--- config.mk ---
export PLATFORM = sky130hd
export DESIGN_NAME = debounced_start_cutdown_timer_flat
export DESIGN_NICKNAME = d
export VERILOG_FILES = /design/src/sv/dsct_pkg.sv /design/src/sv/dsct_if.sv /design/src/sv/debounced_start_cutdown_timer.sv /design/src/flat_wrapper.sv
export SDC_FILE = /design/constraint.sdc
export NUM_CORES = 1
export LEC_CHECK = 0
export BUFFER_PORTS_ARGS = -buffer_cell sky130_fd_sc_hd__buf_2
export CAP_MARGIN = 0
export CORE_MARGIN = 5
export CORE_UTILIZATION = 57
export DETAILED_ROUTE_END_ITERATION = 8
export PLACE_DENSITY = 0.84
export SETUP_SLACK_MARGIN = 0.4
export SLEW_MARGIN = 20
export SYNTH_ARGS = -nofsm -noshare
export SYNTH_HDL_FRONTEND = slang
export SYNTH_SLANG_ARGS = --single-unit
--- constraint.sdc ---
create_clock -name i_clk -period 3.6 [get_ports i_clk]
set_clock_uncertainty 0.2 [all_clocks]
set_input_delay 0.36 -clock i_clk [delete_from_list [all_inputs] [get_ports i_clk]]
set_output_delay 0.36 -clock i_clk [all_outputs]
set_load 0.005 [all_outputs]
--- src/sv/dsct_pkg.sv ---
// Shared constants and payload types for the debounced start cutdown timer.
`timescale 1ns / 1ps
`default_nettype none

package dsct_pkg;

    // Width of the running tick counter (8 to 32).
    localparam int TICK_WIDTH     = 16;

    localparam int DEB_WIDTH      = 8;
    localparam int CUT_WIDTH      = 16;
    localparam int ELAPSED_WIDTH  = 16;
    localparam int CFG_DATA_WIDTH = 16;
    localparam int CFG_IDX_WIDTH  = 1;

    // Configuration register indexes
    localparam logic [CFG_IDX_WIDTH-1:0] REG_DEBOUNCE_LIMIT = 1'd0;
    localparam logic [CFG_IDX_WIDTH-1:0] REG_CUTDOWN_LIMIT  = 1'd1;

    localparam logic [DEB_WIDTH-1:0] DEBOUNCE_LIMIT_RST = 8'd254;
    localparam logic [CUT_WIDTH-1:0] CUTDOWN_LIMIT_RST  = 16'd20;

    // Mode codes as seen on run_mode
    localparam logic [1:0] MODE_OFF      = 2'd0;
    localparam logic [1:0] MODE_STARTING = 2'd1;
    localparam logic [1:0] MODE_RUNNING  = 2'd2;

    // Debounce phase codes as seen on button_phase
    localparam logic [1:0] PH_IDLE      = 2'd0;
    localparam logic [1:0] PH_PRESS     = 2'd1;
    localparam logic [1:0] PH_RELEASE   = 2'd2;
    localparam logic [1:0] PH_CONFIRMED = 2'd3;

    typedef struct packed {
        logic                     buzzer_on;
        logic                     led_on;
        logic                     cutter_on;
        logic [1:0]               run_mode;
        logic [1:0]               button_phase;
        logic [ELAPSED_WIDTH-1:0] elapsed_ticks;
    } t_result;

endpackage

`default_nettype wire

--- src/sv/dsct_if.sv ---
// Valid/ready channel interfaces for polls in and results out.
`timescale 1ns / 1ps
`default_nettype none

interface dsct_poll_if;
    logic valid;
    logic ready;
    logic button_level;
    logic tick;

    modport source (output valid, output button_level, output tick, input ready);
    modport sink   (input valid, input button_level, input tick, output ready);
endinterface

interface dsct_result_if;
    logic                               valid;
    logic                               ready;
    logic                               buzzer_on;
    logic                               led_on;
    logic                               cutter_on;
    logic [1:0]                         run_mode;
    logic [1:0]                         button_phase;
    logic [dsct_pkg::ELAPSED_WIDTH-1:0] elapsed_ticks;

    modport source (output valid, output buzzer_on, output led_on, output cutter_on,
                    output run_mode, output button_phase, output elapsed_ticks,
                    input ready);
    modport sink   (input valid, input buzzer_on, input led_on, input cutter_on,
                    input run_mode, input button_phase, input elapsed_ticks,
                    output ready);
endinterface

`default_nettype wire

--- src/sv/debounced_start_cutdown_timer.sv ---
// Top level: button debouncer, tick counter and mode machine with a result register.
//
//  channel  | dir | payload                                        | handshake
//  ---------+-----+------------------------------------------------+-------------
//  i_poll   | in  | button_level, tick                             | valid/ready
//  o_result | out | buzzer, led, cutter, mode, phase, elapsed      | valid/ready
//  cfg      | in  | i_cfg_index, i_cfg_data                        | i_cfg_we
//
// One poll per cycle while the output side keeps up; its result is registered and shows on o_result in the next cycle.
// The state update and the result are one combinational pass from the state registers.
// The poll side stalls only while a result waits and the output side is not ready.
// Synchronous active-low reset restores the limits to 254 and 20, LED on, mode off.
`timescale 1ns / 1ps
`default_nettype none

module debounced_start_cutdown_timer (
    input  wire logic                                i_clk,
    input  wire logic                                i_rst_n,
    input  wire logic                                i_cfg_we,
    input  wire logic [dsct_pkg::CFG_IDX_WIDTH-1:0]  i_cfg_index,
    input  wire logic [dsct_pkg::CFG_DATA_WIDTH-1:0] i_cfg_data,
    dsct_poll_if.sink                                i_poll,
    dsct_result_if.source                            o_result
);

    typedef enum logic [1:0] {
        S_OFF      = dsct_pkg::MODE_OFF,
        S_STARTING = dsct_pkg::MODE_STARTING,
        S_RUNNING  = dsct_pkg::MODE_RUNNING
    } t_mode;

    typedef enum logic [1:0] {
        P_IDLE      = dsct_pkg::PH_IDLE,
        P_PRESS     = dsct_pkg::PH_PRESS,
        P_RELEASE   = dsct_pkg::PH_RELEASE,
        P_CONFIRMED = dsct_pkg::PH_CONFIRMED
    } t_phase;

    logic [dsct_pkg::DEB_WIDTH-1:0]  r_debounce_limit;
    logic [dsct_pkg::CUT_WIDTH-1:0]  r_cutdown_limit;
    t_phase                          r_phase,  n_phase;
    logic [dsct_pkg::DEB_WIDTH-1:0]  r_conf,   n_conf;
    t_mode                           r_mode,   n_mode;
    logic [dsct_pkg::TICK_WIDTH-1:0] r_ticks,  n_ticks;
    logic                            r_buzzer, n_buzzer;
    logic                            r_led,    n_led;
    logic                            r_cutter, n_cutter;
    logic                            r_out_valid;
    dsct_pkg::t_result               r_out,    n_out;

    logic                            in_xfer;
    logic                            pressed;
    logic                            run_tick;
    logic [31:0]                     ticks_wide;

    assign i_poll.ready = !r_out_valid || o_result.ready;
    assign in_xfer      = i_poll.valid && i_poll.ready;
    assign pressed      = !i_poll.button_level;

    always_comb begin
        n_phase    = r_phase;
        n_conf     = r_conf;
        n_mode     = r_mode;
        n_ticks    = r_ticks;
        n_buzzer   = r_buzzer;
        n_led      = r_led;
        n_cutter   = r_cutter;
        run_tick   = i_poll.tick && (r_mode == S_RUNNING);

        // debouncer: press must hold, then release must hold
        if (pressed) begin
            unique case (r_phase)
                P_IDLE: begin
                    n_conf  = '0;
                    n_phase = P_PRESS;
                end
                P_PRESS: begin
                    if (r_conf < r_debounce_limit) n_conf = r_conf + 1'b1;
                end
                P_RELEASE:   n_conf = '0;
                P_CONFIRMED: ;
                default:     ;
            endcase
        end else begin
            unique case (r_phase)
                P_PRESS: begin
                    if (r_conf == r_debounce_limit) n_phase = P_RELEASE;
                    n_conf = '0;
                end
                P_RELEASE: begin
                    if (r_conf < r_debounce_limit) begin
                        n_conf = r_conf + 1'b1;
                    end else begin
                        n_phase = P_CONFIRMED;
                        n_conf  = '0;
                    end
                end
                P_IDLE:      ;
                P_CONFIRMED: ;
                default:     ;
            endcase
        end

        if (run_tick) begin
            if (r_ticks != '1) n_ticks = r_ticks + 1'b1;
            n_buzzer = !r_buzzer;
            n_led    = !r_led;
        end
        ticks_wide = 32'(n_ticks);
        if (run_tick && (ticks_wide > 32'(r_cutdown_limit))) n_cutter = 1'b1;

        unique case (r_mode)
            S_OFF: begin
                if (n_phase == P_CONFIRMED) begin
                    n_phase = P_IDLE;
                    n_mode  = S_STARTING;
                end
            end
            S_STARTING: n_mode = S_RUNNING;
            S_RUNNING:  ;
            default:    ;
        endcase

        n_out.buzzer_on     = n_buzzer;
        n_out.led_on        = n_led;
        n_out.cutter_on     = n_cutter;
        n_out.run_mode      = n_mode;
        n_out.button_phase  = n_phase;
        n_out.elapsed_ticks = ticks_wide[dsct_pkg::ELAPSED_WIDTH-1:0];
    end

    always_ff @(posedge i_clk) begin
        if (!i_rst_n) begin
            r_debounce_limit <= dsct_pkg::DEBOUNCE_LIMIT_RST;
            r_cutdown_limit  <= dsct_pkg::CUTDOWN_LIMIT_RST;
            r_phase          <= P_IDLE;
            r_conf           <= '0;
            r_mode           <= S_OFF;
            r_ticks          <= '0;
            r_buzzer         <= 1'b0;
            r_led            <= 1'b1;
            r_cutter         <= 1'b0;
            r_out_valid      <= 1'b0;
            r_out            <= '0;
        end else begin
            if (i_cfg_we) begin
                unique case (i_cfg_index)
                    dsct_pkg::REG_DEBOUNCE_LIMIT:
                        r_debounce_limit <= i_cfg_data[dsct_pkg::DEB_WIDTH-1:0];
                    dsct_pkg::REG_CUTDOWN_LIMIT:
                        r_cutdown_limit  <= i_cfg_data[dsct_pkg::CUT_WIDTH-1:0];
                    default: ;
                endcase
            end
            if (in_xfer) begin
                r_phase  <= n_phase;
                r_conf   <= n_conf;
                r_mode   <= n_mode;
                r_ticks  <= n_ticks;
                r_buzzer <= n_buzzer;
                r_led    <= n_led;
                r_cutter <= n_cutter;
                r_out    <= n_out;
                r_out_valid <= 1'b1;
            end else if (o_result.ready) begin
                r_out_valid <= 1'b0;
            end
        end
    end

    assign o_result.valid         = r_out_valid;
    assign o_result.buzzer_on     = r_out.buzzer_on;
    assign o_result.led_on        = r_out.led_on;
    assign o_result.cutter_on     = r_out.cutter_on;
    assign o_result.run_mode      = r_out.run_mode;
    assign o_result.button_phase  = r_out.button_phase;
    assign o_result.elapsed_ticks = r_out.elapsed_ticks;

endmodule

`default_nettype wire

--- src/flat_wrapper.sv ---
// flat-port wrapper written by rule: the top's interface ports become plain ports
module debounced_start_cutdown_timer_flat 
  (i_clk, i_rst_n, i_cfg_we, i_cfg_index, i_cfg_data, i_poll_valid, i_poll_button_level, i_poll_tick, i_poll_ready, o_result_valid, o_result_buzzer_on, o_result_led_on, o_result_cutter_on, o_result_run_mode, o_result_button_phase, o_result_elapsed_ticks, o_result_ready);
  dsct_poll_if i_poll_i ();
  dsct_result_if o_result_i ();
  input  wire logic i_clk;
  input  wire logic i_rst_n;
  input  wire logic i_cfg_we;
  input  wire logic [dsct_pkg::CFG_IDX_WIDTH-1:0] i_cfg_index;
  input  wire logic [dsct_pkg::CFG_DATA_WIDTH-1:0] i_cfg_data;
  input wire logic [$bits(i_poll_i.valid)-1:0] i_poll_valid;
  input wire logic [$bits(i_poll_i.button_level)-1:0] i_poll_button_level;
  input wire logic [$bits(i_poll_i.tick)-1:0] i_poll_tick;
  output wire logic [$bits(i_poll_i.ready)-1:0] i_poll_ready;
  output wire logic [$bits(o_result_i.valid)-1:0] o_result_valid;
  output wire logic [$bits(o_result_i.buzzer_on)-1:0] o_result_buzzer_on;
  output wire logic [$bits(o_result_i.led_on)-1:0] o_result_led_on;
  output wire logic [$bits(o_result_i.cutter_on)-1:0] o_result_cutter_on;
  output wire logic [$bits(o_result_i.run_mode)-1:0] o_result_run_mode;
  output wire logic [$bits(o_result_i.button_phase)-1:0] o_result_button_phase;
  output wire logic [$bits(o_result_i.elapsed_ticks)-1:0] o_result_elapsed_ticks;
  input wire logic [$bits(o_result_i.ready)-1:0] o_result_ready;
  assign i_poll_i.valid = i_poll_valid;
  assign i_poll_i.button_level = i_poll_button_level;
  assign i_poll_i.tick = i_poll_tick;
  assign i_poll_ready = i_poll_i.ready;
  assign o_result_valid = o_result_i.valid;
  assign o_result_buzzer_on = o_result_i.buzzer_on;
  assign o_result_led_on = o_result_i.led_on;
  assign o_result_cutter_on = o_result_i.cutter_on;
  assign o_result_run_mode = o_result_i.run_mode;
  assign o_result_button_phase = o_result_i.button_phase;
  assign o_result_elapsed_ticks = o_result_i.elapsed_ticks;
  assign o_result_i.ready = o_result_ready;
  debounced_start_cutdown_timer u_core (.i_clk(i_clk), .i_rst_n(i_rst_n), .i_cfg_we(i_cfg_we), .i_cfg_index(i_cfg_index), .i_cfg_data(i_cfg_data), .i_poll(i_poll_i), .o_result(o_result_i));
endmodule
==> results of run 1 <==
==> cell type report <==
cell class / instances / share of cell area
multi-input combinational: 313 / 0.5352
inverter: 33 / 0.03137
clock inverter: 3 / 0.01014
timing repair buffer: 53 / 0.07034
clock buffer: 13 / 0.03771
sequential: 57 / 0.2915
tap: 75 / 0.02376
==> per-stage QoR <==
| stage | area [µm²] | worst slack [ns] | hold slack (ns) |
|---|---|---|---|
| 2_1_floorplan | 3397 | 0.5918 | 0.2435 |
| 3_3_place_gp | 3672 | 0.4877 | 0.2524 |
| 4_1_cts | 3877 | 0.4229 | 0.05712 |
| 3_5_place_dp | 3672 | 0.3629 | 0.2569 |
| 6_report | 3949 | 0.4986 | 0.06371 |
| 5_1_grt | 3949 | 0.3780 | 0.07229 |
==> Yosys cell counts (11+ instances only) <==
library cell	n	area (µm²)
xnor2_1	14	122.6
clkbuf_1	11	41.29
o211ai_1	11	82.58
nor2_1	23	86.33
a21oi_1	13	65.06
a21boi_0	19	142.6
o21ai_0	18	90.09
nand2_1	67	251.5
and2_1	11	68.82
inv_1	33	123.9
ha_1	29	362.9
dfxtp_1	57	1141
nand3_1	14	70.07
==> state kept, by name, indices dropped and copies added (netlist names) <==
name and flops:
u_core.r_cutter 1, u_core.r_ticks 16, u_core.o_result.valid 1, u_core.r_conf 8
u_core.r_led 1, u_core.o_result.led_on 1, u_core.r_mode 2, u_core.r_debounce_limit 8
u_core.o_result.buzzer_on 1, u_core.r_cutdown_limit 16, u_core.r_phase 2
==> critical path, delay by kind of cell, from the launching register on <==
family	cells	cell delay (ns)
simple gates	6	1.04
compound gates	4	0.71
fa+ha+maj	2	0.48
flops	1	0.43
xor+xnor	1	0.12
==> cell families after synthesis <==
group	after synthesis	synth area share
simple gates	166	0.2394
compound gates	91	0.1871
flops	57	0.3359
buf+inv	49	0.05820
fa+ha+maj	29	0.1068
xor+xnor	23	0.05930
mux	4	0.01326
==> final timing paths <==
path | start | slack (ns) | end | cells after the start
worst max-delay path | u_core.r_ticks[0] | 0.50 | u_core.r_cutter | 13
worst min-delay path | i_cfg_data[7] | 0.06 | u_core.r_debounce_limit[7] | 3
worst max register to register | u_core.r_ticks[0] | 0.50 | u_core.r_cutter | 13
worst min register to register | u_core.r_cutdown_limit[11] | 0.26 | u_core.r_cutdown_limit[11] | 2
==> where the power goes <==
part           internal, mW  switching, mW  total (mW)  leakage [nW]
sequential            0.650         0.0107       0.660         0.468
combinational        0.0522         0.0767       0.129          1.16
clock                 0.337          0.247       0.584        0.0974
==> metal layers <==
layer	part of all wire	routed length, µm	vias up	GRT usage
met2	0.45	3619	85	0.3354
met5	0	0	-	0
met3	0.064	508	14	0.04541
met4	0.018	147	0	0.09902
li1	-	-	1559	-
met1	0.46	3701	1436	0.2934
==> what timing repair did <==
action | CTS | global route
pin swaps | 1 | 3
setup buffers | 1 | 2
gates resized for setup | 3 | 16
hold buffers | 0 | 0
endpoints found under the setup margin | 1 | 1
==> summary.md, run 1 <==
| Metric | Value |
|---|---|
| Static Leak | `around 1.7 nW` |
| Cells after Synth | `~420` |
| Commonest cells after routing, fill and taps aside | `nand2_1, dfxtp_1, buf_2, inv_1, ha_1` |
| Critical path's slowest cell | `or4_1` |
| Grt total ovfl | `0` |
| Synth Area per Inst | `8.107 µm²` |
| Setup TNS Final | `0 ns` |
| Top FF cell, synth | `dfxtp_1` |
| Initial antenna violation count | `0` |
| Syn nets | `about 470` |
| Slew headroom | `0.3617` |
| Antenna Diode Count | `0` |
| Die width | `87.20 µm` |
| Total number of vias | `3094` |
| WP data arrival | `between 3 and 4 ns` |
| Critical Path End Type | `flip-flop` |
| Clk sinks | `between 50 and 60` |
| Largest stage delay, worst path | `approximately 0.57 ns` |
| First-pass GRT wire length | `around 13000 µm` |
| Area grow syn2layout | `16.24%` |
| Seq cells post-synth | `57` |
| Max H-tree Level | `3` |
| Ys Warns | `0` |
| Via/cell ratio | `roughly 5.7` |
| Root buf cell | `clkbuf_8` |
| Clock latency on the worst-skew pair | `about 0.34 ns` |
| Top cell by count, worst path | `nor2_1` |
| Fin. Hold Viols | `0` |
| Min-Delay Path Class | `primary input to flip-flop` |
| Antenna-violating nets left | `0` |
| Placed Cells | `~530` |
| Final Net Count | `520` |
| Final Util | `0.6749` |
| Worst EP required | `approximately 3.6 ns` |
| Synth cell types | `50` |
| Starting Density | `0.5806` |
| Mapped Area | `roughly 3400 µm²` |
| Reg clk slew, reported paths | `approximately 0.060 ns` |
| Total power | `about 1.4 mW` |
| HPWL Detailed | `between 5000 and 6000 µm` |
| Total Routing Usage GR | `0.2182` |
| Worst Path Max Fanout | `6` |
| Max Root-Sink Buffers | `2` |
| Setup violators final | `0` |
| Core Footprint | `roughly 5900 µm²` |
| Post-route DRC | `0` |
| Most common cell after layout, fill and taps aside | `nand2_1` |
| CP Launch Type | `flip-flop` |
| Max-slew violation count | `0` |
| Worst-margin pin slew | `around 0.96 ns` |
| Final period utilization | `0.8615` |
| WL final | `roughly 8000 µm` |
| Area of the multi-input gates | `approximately 2100 µm²` |
| RSZ-0062 raised after global routing | `false` |
| Std-Cell Rows | `28` |
| GPL Wtd Cong | `0.8915` |
| Layout cells sized above 1 | `0.1970` |
| Post-synth EDFFs | `0` |
| Power Density | `~350 nW/µm²` |
| Initial DRC count | `roughly 200` |
| VDD IR max | `approximately 0.00024 V` |
| Non-Filler Instances | `approximately 550` |
| Tmin final | `slightly above 3 ns` |
| Sequential share of the synthesized area | `0.3359` |
| Max frequency | `322.4 MHz` |
| Async SR Flop Fraction | `0` |
| DR WL/cell | `between 10 and 15 µm` |
| Critical path class | `flip-flop to flip-flop` |
| MaxCap Viol Count | `0` |
| CTS tree | `yes` |
| CP Cell Sequence | `ha_4 -> nand2_1 -> or4_1 -> nand3_2 -> nor2_1 -> xnor2_1 -> ha_1 -> a21o_1 -> a21oi_1 -> nor2_1 -> a2111oi_0 -> or3_1 -> a31oi_1` |
| Io pins | `49` |
| Fill cells | `about 480` |
| Num CTS Buffers | `9` |
| Vias in the first global route | `about 2900` |
| Vert. Die Dim | `between 80 and 90 µm` |
| Buffers on Ports | `48` |
| Register Area | `around 1200 µm²` |
| First-pass DRT Iterations | `4` |
| Die ar. | `between 7000 and 8000 µm²` |
| Largest net degree at the start of global routing | `between 40 and 50` |
| Outcome | `completed` |
No activity file was read; power rests on OpenSTA's default activity.
==> inputs of run 2 (changes only) <==
==> constraint.sdc (replaced) <==
create_clock -name i_clk -period 3.3 [get_ports i_clk]
set_clock_uncertainty 0.2 [all_clocks]
set_input_delay 0.33 -clock i_clk [delete_from_list [all_inputs] [get_ports i_clk]]
set_output_delay 0.33 -clock i_clk [all_outputs]
set_load 0.005 [all_outputs]
==> run 2 against run 1 <==
  * Wire length is 16% higher
  * Cell area increased by 4.9%
  * Clock power up 4.1%
  * First-iteration DRC count is 21% higher
  * Sequential cell count did not move
  * Utilization grew 3.3 points
  * Combinational power is 19% higher
  * Largest power group unchanged
  * Highest routed layer unchanged
==> summary.md, run 2 (same netlist as run 1, synthesis figures left out) <==
| Metric | Value |
|---|---|
| Outcome | `completed` |
| Io pins | `49 (unchanged)` |
| CP Launch Type | `flip-flop` |
| Critical Path End Type | `flip-flop` |
| Vias in the first global route | `3236 (+12%)` |
| Die ar. | `7604 µm² (unchanged)` |
| Hold-fix buffers at CTS | `0 (unchanged)` |
| Max H-tree Level | `3 (unchanged)` |
| Area grow syn2layout | `21.92%` |
| Max Root-Sink Buffers | `2 (unchanged)` |
| Non-Filler Instances | `561 (+2.6%)` |
| Reg clk slew, reported paths | `0.07 ns (about the same)` |
| Root buf cell | `clkbuf_8` |
| First-pass GRT wire length | `14720 µm (+11%)` |
| Post-route cell area | `4141 µm² (+4.9%)` |
| Layout cells sized above 1 | `0.2572 (+0.06017)` |
| Commonest cells after routing, fill and taps aside | `nand2_1, buf_2, dfxtp_1, inv_1, ha_1` |
| Largest net degree at the start of global routing | `33 (-28%)` |
| Final Util | `0.7079 (+0.03293)` |
| GPL Wtd Cong | `0.8751 (-1.8%)` |
| Static Leak | `1.844 nW (+6.9%)` |
| Total Routing Usage GR | `0.2491 (+0.03086)` |
| DR WL/cell | `16.51 µm (+13%)` |
| Top flop regs | `u_core.r_cutdown_limit (16), u_core.r_ticks (16)` |
| Worst EP required | `3.32 ns (-0.28 ns)` |
| Tmin final | `2.988 ns (-0.1136 ns)` |
| Worst Hold Path Cells | `3 (unchanged)` |
| MaxCap Viol Count | `0 (unchanged)` |
| Placed inst area | `3721 µm² (+1.3%)` |
| Reg-to-reg slack, setup | `0.31 ns (-0.19 ns)` |
| Setup TNS Final | `0 ns (unchanged)` |
| Grt total ovfl | `0 (unchanged)` |
| Num CTS Buffers | `9 (unchanged)` |
| Std-Cell Rows | `28 (unchanged)` |
| Starting Density | `0.5806 (unchanged)` |
| Min-Delay Path Class | `primary input to flip-flop` |
| HPWL Detailed | `6034 µm (+5.9%)` |
| Vert. Die Dim | `87.20 µm (unchanged)` |
| Total number of vias | `3275 (+5.9%)` |
| FF-to-FF path depth | `13 (unchanged)` |
| Initial DRC count | `245 (+21%)` |
| Core Footprint | `5851 µm² (unchanged)` |
| RR Endpoint | `u_core.r_cutter` |
| Worst Path Max Fanout | `8 (+2)` |
| Final period utilization | `0.9054 (+0.04390)` |
| Antenna-violating nets left | `0 (unchanged)` |
| Hold EP | `u_core.r_cutdown_limit[15]` |
| WP data arrival | `3.01 ns (-0.10 ns)` |
| Setup crit start | `u_core.r_ticks[9]` |
| Max-slew violation count | `0 (unchanged)` |
| Most common cell after layout, fill and taps aside | `nand2_1` |
| VDD IR max | `0.0002660 V (+13%)` |
| Die width | `87.20 µm (unchanged)` |
| WL final | `9261 µm (+16%)` |
| Placed Cells | `532 (+0.76%)` |
| Worst Min Path Start | `i_cfg_data[15]` |
| Buffers on Ports | `48 (unchanged)` |
| Antenna Diode Count | `0 (unchanged)` |
| CTS tree | `yes` |
| Final Net Count | `535 (+2.9%)` |
| Via/cell ratio | `5.838 (+3.2%)` |
| Worst r2r src | `u_core.r_ticks[9]` |
| Initial antenna violation count | `0 (unchanged)` |
| Fill cells | `445 (-6.7%)` |
| Fin. Hold Viols | `0 (unchanged)` |
| Total power | `1.480 mW (+7.7%)` |
| Power Density | `357.3 nW/µm² (+2.7%)` |
| Slew headroom | `0.3518 (-0.009814)` |
| Max frequency | `334.7 MHz (+3.8%)` |
| First-pass DRT Iterations | `4 (unchanged)` |
| Post-route DRC | `0 (unchanged)` |
| Clock latency on the worst-skew pair | `0.34 ns (about the same)` |
| Clk sinks | `57 (unchanged)` |
| RSZ-0062 raised after global routing | `true` |
| Critical path class | `flip-flop to flip-flop` |
| Setup violators final | `0 (unchanged)` |
| Worst-margin pin slew | `0.9702 ns (+0.01469 ns)` |
## run 2: final cells by class
type                    count  area (µm²)  share of cell area
multi-input cells         313        2190              0.5287
flip-flops and latches     57        1164              0.2810
repair buffers             68       390.4             0.09426
clock buffers              12       165.2             0.03988
inverters                  33       123.9             0.02991
well taps                  75       93.84             0.02266
clock inverters             3       15.01            0.003625
## run 2: layer usage
layer / up-vias / wire (µm) / track usage
li1: 1588 / - / -
met1: 1536 / 4024 / 0.3046
met2: 119 / 4448 / 0.4051
met3: 32 / 529 / 0.06339
met4: 0 / 259 / 0.1241
met5: - / 0 / 0
## run 2: how the worst max path moves through the flow
stage          slack [ns]         endpoint  cells past startpoint
4_1_cts              0.40  u_core.r_cutter                     12
3_5_place_dp         0.15  u_core.r_cutter                     11
3_3_place_gp         0.30  u_core.r_cutter                     13
6_report             0.31  u_core.r_cutter                     13
5_1_grt              0.14  u_core.r_cutter                     12
2_1_floorplan        0.41  u_core.r_cutter                     13
## run 2: where the power goes
group / switching (mW) / internal [mW] / total, mW
registers: 0.0117 / 0.706 / 0.718
logic: 0.0907 / 0.0630 / 0.154
clock network: 0.282 / 0.326 / 0.608
## run 2: timing repair
| item | 4_1_cts | 5_1_grt |
|---|---|---|
| setup endpoints to repair | 1 | 4 |
| setup buffers | 14 | 0 |
| resized for setup | 26 | 16 |
| pin swaps | 14 | 7 |
## run 2: metrics by stage
stage / hold slack [ns] / worst slack [ns]
global route: 0.03478 / 0.1394
floorplan: 0.2435 / 0.4108
detailed placement: 0.2580 / 0.1471
finish: 0.03390 / 0.3122
CTS: 0.02165 / 0.4023
global placement: 0.2539 / 0.2993
## run 2: worst max-delay path: stages (launching register included)
cell	delay, ns
dfxtp_2	0.34
nand4_1	0.19
buf_4	0.21
nor3_4	0.30
a21oi_4	0.12
buf_4	0.18
nand2_1	0.08
xnor2_1	0.19
ha_1	0.32
and3_1	0.23
o21ai_1	0.12
o21ai_1	0.13
o21ai_1	0.16
a31oi_1	0.10
==> inputs of run 3 (changes only) <==
--- a/config.mk
+++ b/config.mk
@@ -8,9 +8,9 @@
 export BUFFER_PORTS_ARGS = -buffer_cell sky130_fd_sc_hd__buf_2
 export CAP_MARGIN = 0
 export CORE_MARGIN = 5
-export CORE_UTILIZATION = 57
+export CORE_UTILIZATION = 30
 export DETAILED_ROUTE_END_ITERATION = 8
-export PLACE_DENSITY = 0.84
+export PLACE_DENSITY = 0.51
 export SETUP_SLACK_MARGIN = 0.4
 export SLEW_MARGIN = 20
 export SYNTH_ARGS = -nofsm -noshare
==> run 3 against run 2 <==
  * Count of clock-buffer cells in the layout rose by 1
  * Wire length down 4.9%
  * Largest power group is now the clock network
  * Utilization shrank 32 points
  * Sequential share of layout area shrank 1.1 points
  * Sequential cell count unchanged
  * Setup slack better by 0.068 ns
  * Maximum frequency rose by 2.3%
  * Critical endpoint unchanged
  * Global-route usage down 11 points
==> summary.md, run 3 (same netlist as run 1, synthesis figures left out) <==
| Metric | Value |
|---|---|
| Outcome | `completed` |
| Vias in the first global route | `3141 (-2.9%)` |
| Register Area | `1156 µm² (-0.65%)` |
| VDD IR max | `0.0002014 V (-24%)` |
| Setup violators final | `0 (unchanged)` |
| Reg clk slew, reported paths | `0.05 ns (-0.02 ns)` |
| Pre-CTS WS | `0.2284 ns (+0.08129 ns)` |
| Critical Path End Type | `flip-flop` |
| Core Footprint | `10980 µm² (+88%)` |
| Static Leak | `1.871 nW (+1.4%)` |
| Non-Filler Instances | `626 (+12%)` |
| Starting Density | `0.3093 (-0.2713)` |
| Clock latency on the worst-skew pair | `0.33 ns (about the same)` |
| Post-route DRC | `0 (unchanged)` |
| MaxCap Viol Count | `0 (unchanged)` |
| Max H-tree Level | `3 (unchanged)` |
| Io pins | `49 (unchanged)` |
| CP Launch Type | `flip-flop` |
| Hold EP | `u_core.r_debounce_limit[5]` |
| Fill cells | `1131 (+150%)` |
| Layout cells sized above 1 | `0.2366 (-0.02058)` |
| WP data arrival | `2.93 ns (-0.08 ns)` |
| First-pass DRT Iterations | `4 (unchanged)` |
| Std-Cell Rows | `38 (+36%)` |
| Hold-fix buffers at CTS | `0 (unchanged)` |
| Worst Min Path Start | `i_cfg_data[5]` |
| RSZ-0062 raised after global routing | `true` |
| Worst EP required | `3.31 ns (about the same)` |
| Die ar. | `13550 µm² (+78%)` |
| Setup slack after layout | `0.3803 ns (+0.06807 ns)` |
| Fin. Hold Viols | `0 (unchanged)` |
| Reg-to-reg slack, setup | `0.38 ns (+0.07 ns)` |
| Initial DRC count | `111 (-55%)` |
| CP Cell Sequence | `nand4_1 -> or4_4 -> and3_4 -> nand2_2 -> xnor2_2 -> ha_1 -> nand3_1 -> nor4_2 -> a41oi_1 -> o21ai_1 -> a31oi_1` |
| Initial antenna violation count | `0 (unchanged)` |
| GPL Wtd Cong | `0.8358 (-4.5%)` |
| Setup TNS Final | `0 ns (unchanged)` |
| Root buf cell | `clkbuf_16` |
| Slew headroom | `0.3721 (+0.02026)` |
| Max Root-Sink Buffers | `2 (unchanged)` |
| HPWL Detailed | `6460 µm (+7.1%)` |
| CTS tree | `yes` |
| Critical path's slowest cell | `or4_4` |
| Worst Path Max Fanout | `6 (-2)` |
| Max-slew violation count | `0 (unchanged)` |
| Buffers on Ports | `48 (unchanged)` |
| Most common cell after layout, fill and taps aside | `nand2_1` |
| Placed Cells | `603 (+13%)` |
| Num CTS Buffers | `9 (unchanged)` |
| Worst Hold Path Cells | `3 (unchanged)` |
| Power Density | `430.5 nW/µm² (+20%)` |
| Total Routing Usage GR | `0.1379 (-0.1112)` |
| Antenna Diode Count | `0 (unchanged)` |
| Total number of vias | `3060 (-6.6%)` |
| Clk sinks | `57 (unchanged)` |
| Critical path class | `flip-flop to flip-flop` |
| Area of the multi-input gates | `2125 µm² (-3.0%)` |
| Antenna-violating nets left | `0 (unchanged)` |
| Grt total ovfl | `0 (unchanged)` |
| FF-to-FF path depth | `11 (-2)` |
| First-pass GRT wire length | `14700 µm (-0.14%)` |
| Area grow syn2layout | `26.15%` |
| Die width | `116.4 µm (+33%)` |
| Worst r2r src | `u_core.r_ticks[13]` |
| Top flop regs | `u_core.r_cutdown_limit (16), u_core.r_ticks (16)` |
| RR Endpoint | `u_core.r_cutter` |
| Largest net degree at the start of global routing | `31 (-6.1%)` |
| Vert. Die Dim | `116.4 µm (+33%)` |
| WL final | `8805 µm (-4.9%)` |
| DR WL/cell | `14.07 µm (-15%)` |
| Max frequency | `342.5 MHz (+2.3%)` |
| Final period utilization | `0.8848 (-0.02063)` |
| Worst-margin pin slew | `0.9399 ns (-0.03032 ns)` |
| Total power | `1.845 mW (+25%)` |
| Tmin final | `2.920 ns (-0.06807 ns)` |
| Final Net Count | `535 (unchanged)` |
| Commonest cells after routing, fill and taps aside | `nand2_1, dfxtp_1, buf_2, inv_1, ha_1` |
| Via/cell ratio | `4.888 (-16%)` |
| Largest stage delay, worst path | `0.57 ns (+0.23 ns)` |
| Min-Delay Path Class | `primary input to flip-flop` |
[run 3: how the worst max path moves through the flow]
stage,end,start,cells past startpoint
after detailed placement,u_core.r_cutter,u_core.r_ticks[1],13
final,u_core.r_cutter,u_core.r_ticks[13],11
after global routing,u_core.r_cutter,u_core.r_ticks[0],13
after floorplan,u_core.r_cutter,u_core.r_ticks[6],13
after CTS,u_core.r_cutter,u_core.r_ticks[0],11
after global placement,u_core.r_cutter,u_core.r_ticks[1],13
[run 3: power by group]
part	internal (mW)	switching, mW
Clock	0.660	0.319
Combinational	0.0598	0.0867
Sequential	0.709	0.0105
Total	1.43	0.416
[run 3: metal layers]
metal / global-route usage / up-vias / part of all wire
met5: 0 / - / 0
met2: 0.2086 / 58 / 0.42
met3: 0.02902 / 18 / 0.043
met1: 0.1837 / 1389 / 0.51
li1: - / 1595 / -
met4: 0.07347 / 0 / 0.027
[run 3: per-stage QoR]
step / area [µm²] / hold slack, ns / util
2_1_floorplan: 3418 / 0.2435 / -
3_5_place_dp: 3847 / 0.2584 / 0.3503
5_1_grt: 4285 / 0.03904 / 0.3902
6_report: 4285 / 0.04410 / 0.3902
4_1_cts: 4257 / 0.03579 / 0.3876
3_3_place_gp: 3847 / 0.2556 / 0.3503
[run 3: final cells by class]
cell class,count,area share
Timing Repair Buffer,68,0.09109
Inverter,33,0.02891
Clock inverter,2,0.008175
Clock buffer,13,0.06540
Sequential cell,57,0.2698
Multi-Input combinational cell,313,0.4958
Tap cell,140,0.04088
[run 3: worst max-delay path: cells and delay by family, from the launching register on]
kind,cells,cell delay [ns]
AND/OR/NAND/NOR,6,1.45
XOR/XNOR,1,0.08
flip-flops,1,0.38
adder cells (fa/ha/maj),1,0.32
AO/OA/AOI/OAI,3,0.36
[run 3: repair_timing]
item                                    in CTS  in global routing
endpoints found under the setup margin       1                  1
pin swaps                                    7                  4
endpoints found under the hold margin        0                  0
buffers inserted                             7                  1
gates resized for setup                     15                  6
